**config.mk**
```make
export PLATFORM = sky130hd
export DESIGN_NAME = ptt_mul
export DESIGN_NICKNAME = d
export VERILOG_FILES = /design/src/rtl/ptt_pkg.sv /design/src/rtl/ptt_mul.sv
export SDC_FILE = /design/constraint.sdc
export NUM_CORES = 2
export LEC_CHECK = 0
export BUFFER_PORTS_ARGS = -buffer_cell sky130_fd_sc_hd__buf_4
export CORE_MARGIN = 5
export CORE_UTILIZATION = 57
export CTS_CLUSTER_DIAMETER = 50
export DETAILED_ROUTE_END_ITERATION = 7
export PLACE_DENSITY = 0.85
export SYNTH_ARGS = -nofsm -noshare
export SYNTH_HDL_FRONTEND = slang
export SYNTH_SLANG_ARGS = --single-unit
```
**constraint.sdc**
```tcl
create_clock -name aclk -period 8.05 [get_ports aclk]
set_input_delay 1.2075 -clock aclk [delete_from_list [all_inputs] [get_ports aclk]]
set_output_delay 1.2075 -clock aclk [all_outputs]
set_load 0.02 [all_outputs]
```
**src/rtl/ptt_pkg.sv**
```systemverilog
package ptt_pkg;

    // multiplier operand limb width
    localparam int LIMB = 32;

    localparam int CFG_W     = 16;
    localparam int CFG_IDX_W = 2;

    localparam logic [CFG_IDX_W-1:0] CFG_PLANE_TOL = 2'd0;
    localparam logic [CFG_IDX_W-1:0] CFG_SUM_TOL   = 2'd1;

    localparam logic [1:0] STATUS_TESTED     = 2'd0;
    localparam logic [1:0] STATUS_OFF_PLANE  = 2'd1;
    localparam logic [1:0] STATUS_DEGENERATE = 2'd2;

    localparam logic [CFG_W-1:0] PLANE_TOL_RESET = 16'd7;
    localparam logic [CFG_W-1:0] SUM_TOL_RESET   = 16'd66;

    // latency of ptt_mul: magnitude stage, partial products, adder tree, sign stage
    function automatic int mul_lat(input int aw, input int bw);
        int na;
        int nb;
        na = (aw + LIMB - 1) / LIMB;
        nb = (bw + LIMB - 1) / LIMB;
        return 3 + $clog2(na * nb);
    endfunction

endpackage

```
**src/rtl/ptt_mul.sv**
```systemverilog
module ptt_mul #(
    parameter int AW = 33,
    parameter int BW = 33
) (
    input  logic                 aclk,
    input  logic                 en,
    input  logic signed [AW-1:0] a,
    input  logic signed [BW-1:0] b,
    output logic signed [AW+BW-1:0] p
);

    localparam int L  = ptt_pkg::LIMB;
    localparam int NA = (AW + L - 1) / L;
    localparam int NB = (BW + L - 1) / L;
    localparam int NT = NA * NB;
    localparam int LV = $clog2(NT);
    localparam int NP = 1 << LV;
    localparam int RW = AW + BW;
    localparam int XW = (NA + NB) * L;

    logic [AW-1:0]     a_u;
    logic [BW-1:0]     b_u;
    logic [AW-1:0]     a_mag_reg;
    logic [BW-1:0]     b_mag_reg;
    logic [LV+1:0]     neg_reg;
    logic [NA*L-1:0]   a_ext;
    logic [NB*L-1:0]   b_ext;
    logic [2*L-1:0]    pp [0:NT-1];
    logic [RW-1:0]     tree_reg [0:LV][0:NP-1];
    logic [RW-1:0]     p_reg;

    assign a_u   = $unsigned(a);
    assign b_u   = $unsigned(b);
    assign a_ext = (NA*L)'(a_mag_reg);
    assign b_ext = (NB*L)'(b_mag_reg);

    for (genvar i = 0; i < NA; i++) begin : g_row
        for (genvar j = 0; j < NB; j++) begin : g_col
            assign pp[i*NB+j] = a_ext[i*L +: L] * b_ext[j*L +: L];
        end
    end

    always_ff @(posedge aclk) begin
        if (en) begin
            a_mag_reg <= a_u[AW-1] ? (~a_u + AW'(1)) : a_u;
            b_mag_reg <= b_u[BW-1] ? (~b_u + BW'(1)) : b_u;
            neg_reg   <= {neg_reg[LV:0], a_u[AW-1] ^ b_u[BW-1]};
            for (int i = 0; i < NA; i++) begin
                for (int j = 0; j < NB; j++) begin
                    tree_reg[0][i*NB+j] <= RW'(XW'(pp[i*NB+j]) << (L * (i + j)));
                end
            end
            for (int k = NT; k < NP; k++) begin
                tree_reg[0][k] <= '0;
            end
            for (int l = 1; l <= LV; l++) begin
                for (int k = 0; k < (NP >> l); k++) begin
                    tree_reg[l][k] <= tree_reg[l-1][2*k] + tree_reg[l-1][2*k+1];
                end
            end
            p_reg <= neg_reg[LV+1] ? (~tree_reg[LV][0] + RW'(1)) : tree_reg[LV][0];
        end
    end

    assign p = $signed(p_reg);

endmodule

```
==> results.json <==
{
  "status": "complete, no violations",
  "synth-edff-count": 429,
  "synthToLayoutAreaGrowth_pct": 10.0,
  "syn-cell-area_mm2": 0.0523,
  "fin_setup_tns_ns": 0,
  "avgSynthCellArea_um2": 10.5,
  "gr-total-overflow": 0,
  "via_per_inst": 5.64,
  "cts.htree.levels": 2,
  "crit_top_cell": "fa_1",
  "max_freq_ghz": 0.128,
  "yosysTopAreaCell": "fa_1",
  "path_class": "reg -> reg",
  "holdPathStages": 0,
  "ys_types": 71,
  "syn-num-nets": 6280,
  "relSlewSlack": 0.165,
  "largest_reg_flops": 293,
  "num_vias": 35800,
  "period_needed_ns": 7.82,
  "dp_hpwl_um": 101000,
  "worst_r2r_path_depth": 26,
  "core_mm2": 0.0914,
  "rows": 111,
  "place_ws_ns": 0.117,
  "gp_congestion": 0.940,
  "ant_nets": 0,
  "hold_start": "tree_reg[0][125]$_DFFE_PP_",
  "final.setup.worst_slack_ns": 0.228,
  "die_area_mm2": 0.0980,
  "clockRootBuffer": "clkbuf_16",
  "grt_max_degree": 170,
  "cp.required_ns": 8.43,
  "worstReg2RegStart": "a_mag_reg[17]$_DFFE_PP_",
  "tightest_slew_ns": 1.25,
  "drt_iter0_markers": 2597,
  "finalSetupViolations": 0,
  "min_delay_worst_endpoint": "tree_reg[0][292]$_DFFE_PP_",
  "synth_seq_cells": 429,
  "cpPeakStageDelay_ns": 0.60,
  "cts_tree": "built",
  "start_kind": "register",
  "die_w_um": 313,
  "insertion_delay_ns": 0.63,
  "synthTopCellsByArea": "fa_1 34%, edfxtp_1 25%, and2_1 8.2%",
  "finalHoldViolations": 0,
  "worstSetupEndpointType": "register",
  "antenna_found_initial": 5,
  "dr.pass1.iters": 6,
  "rrSetupSlack_ns": 0.23,
  "hold_class": "reg -> reg",
  "grt_pass1_vias": 38500,
  "timing.rr.end": "tree_reg[0][164]$_DFFE_PP_",
  "drive_above_1_share": 0.0893,
  "cts.clk_slew.worst_paths_ns": 0.06,
  "start_util": 0.573,
  "track_usage": 0.261,
  "io_pins": 134,
  "drc": 0,
  "cts_inserted_buffers": 54,
  "grt_pass1_wl_um": 205000,
  "timing.hold.ws_ns": 0.389,
  "async_reset_ff_frac": 0,
  "maxCapViolCount": 0,
  "crit_arrival_ns": 8.20,
  "wl_per_cell_um": 19.8,
  "nFillCells": 6909,
  "syn-instance-count": 4983,
  "die_height_um": 313,
  "cp_num_buf_inv": 6,
  "fin_nets": 6417,
  "rsz0062_at_grt": "no",
  "synth_commonest_cells": "898 x fa_1, 898 x inv_1, 689 x and2_1",
  "clk_path_buf_depth": 3,
  "cp_top_family": "adder cells",
  "drv_slew": 0,
  "cts_num_sinks": 429,
  "io_buffers": 133,
  "yosysSeqAreaShare": 0.246,
  "period_share": 0.972,
  "ys_warn_count": 0,
  "critPathSlowestCell": "fa_1",
  "cp_max_fo": 10,
  "synth_ff_type": "edfxtp_1",
  "synth_top_area_frac": 0.343,
  "clock_skew_ns": 0.0523,
  "finalWirelength_um": 126000
}
==> final cells by class <==
cell class                 count  area (um^2)  area share
inverter                     898         3370      0.0585
multi-input combinational   3408        35200       0.611
tap                         1186         1480      0.0258
sequential                   429        12900       0.224
timing repair buffer         329         2760      0.0479
antenna                        1         2.50   0.0000434
clock inverter                44          561     0.00973
clock buffer                  57         1360      0.0237
==> stage by stage <==
step | instance area, um^2 | utilization | cells
floorplan | 52300 | - | 4983
global placement | 55300 | 0.605 | 6209
detailed placement | 55300 | 0.605 | 6209
CTS | 57200 | 0.626 | 6310
global route | 57600 | 0.630 | 6351
finish | 57600 | 0.630 | 6352
==> cell usage in the layout (no fill, tap or decap), types with 54 or more instances in the layout <==
cell type / count
a21o_1: 87
a21oi_1: 116
and2_1: 689
buf_4: 298
clkbuf_16: 54
edfxtp_1: 429
fa_1: 898
ha_1: 331
inv_1: 898
nand2_1: 509
nor2_1: 58
o21ai_0: 107
xnor2_1: 203
==> how the worst max path moves through the flow <==
stage                            startpoint                          to  slack, ns  depth (start not counted)
CTS                  b_mag_reg[2]$_DFFE_PP_  tree_reg[0][164]$_DFFE_PP_       0.12                         24
global route        a_mag_reg[17]$_DFFE_PP_  tree_reg[0][164]$_DFFE_PP_      0.009                         26
floorplan           a_mag_reg[18]$_DFFE_PP_  tree_reg[0][162]$_DFFE_PP_       0.82                         25
detailed placement   b_mag_reg[2]$_DFFE_PP_  tree_reg[0][164]$_DFFE_PP_       0.12                         24
global placement     b_mag_reg[2]$_DFFE_PP_  tree_reg[0][164]$_DFFE_PP_       0.27                         24
finish              a_mag_reg[17]$_DFFE_PP_  tree_reg[0][164]$_DFFE_PP_       0.23                         26
==> metal layers <==
layer	part of all wire	GRT usage
met2	0.46	0.417
met3	0.11	0.0710
met1	0.40	0.360
met5	0.00043	0
met4	0.030	0.0675
==> cell families (layout without fill, tap and decap cells) <==
logic type,count (synthesis),after routing,synth area share
and+or+nand+nor,1453,1453,0.148
adders and majority gates,1229,1229,0.423
buffers and inverters,1146,1328,0.0823
AOI/OAI and AO/OA,480,480,0.0601
DFF,429,429,0.246
xor gates and xnor gates,244,244,0.0408
muxes,2,2,0.000382
other,0,1,0
==> repair_timing <==
item / in CTS / in global routing
setup buffers: 0 / 41
resized for setup: 0 / 10
hold buffers: 0 / 0
hold endpoints to repair: 0 / 0
setup endpoints to repair: 0 / 8
Power is left out: the tool's default activity adds up to more than one toggle a clock period on the data nets, which glitch-free logic cannot reach.
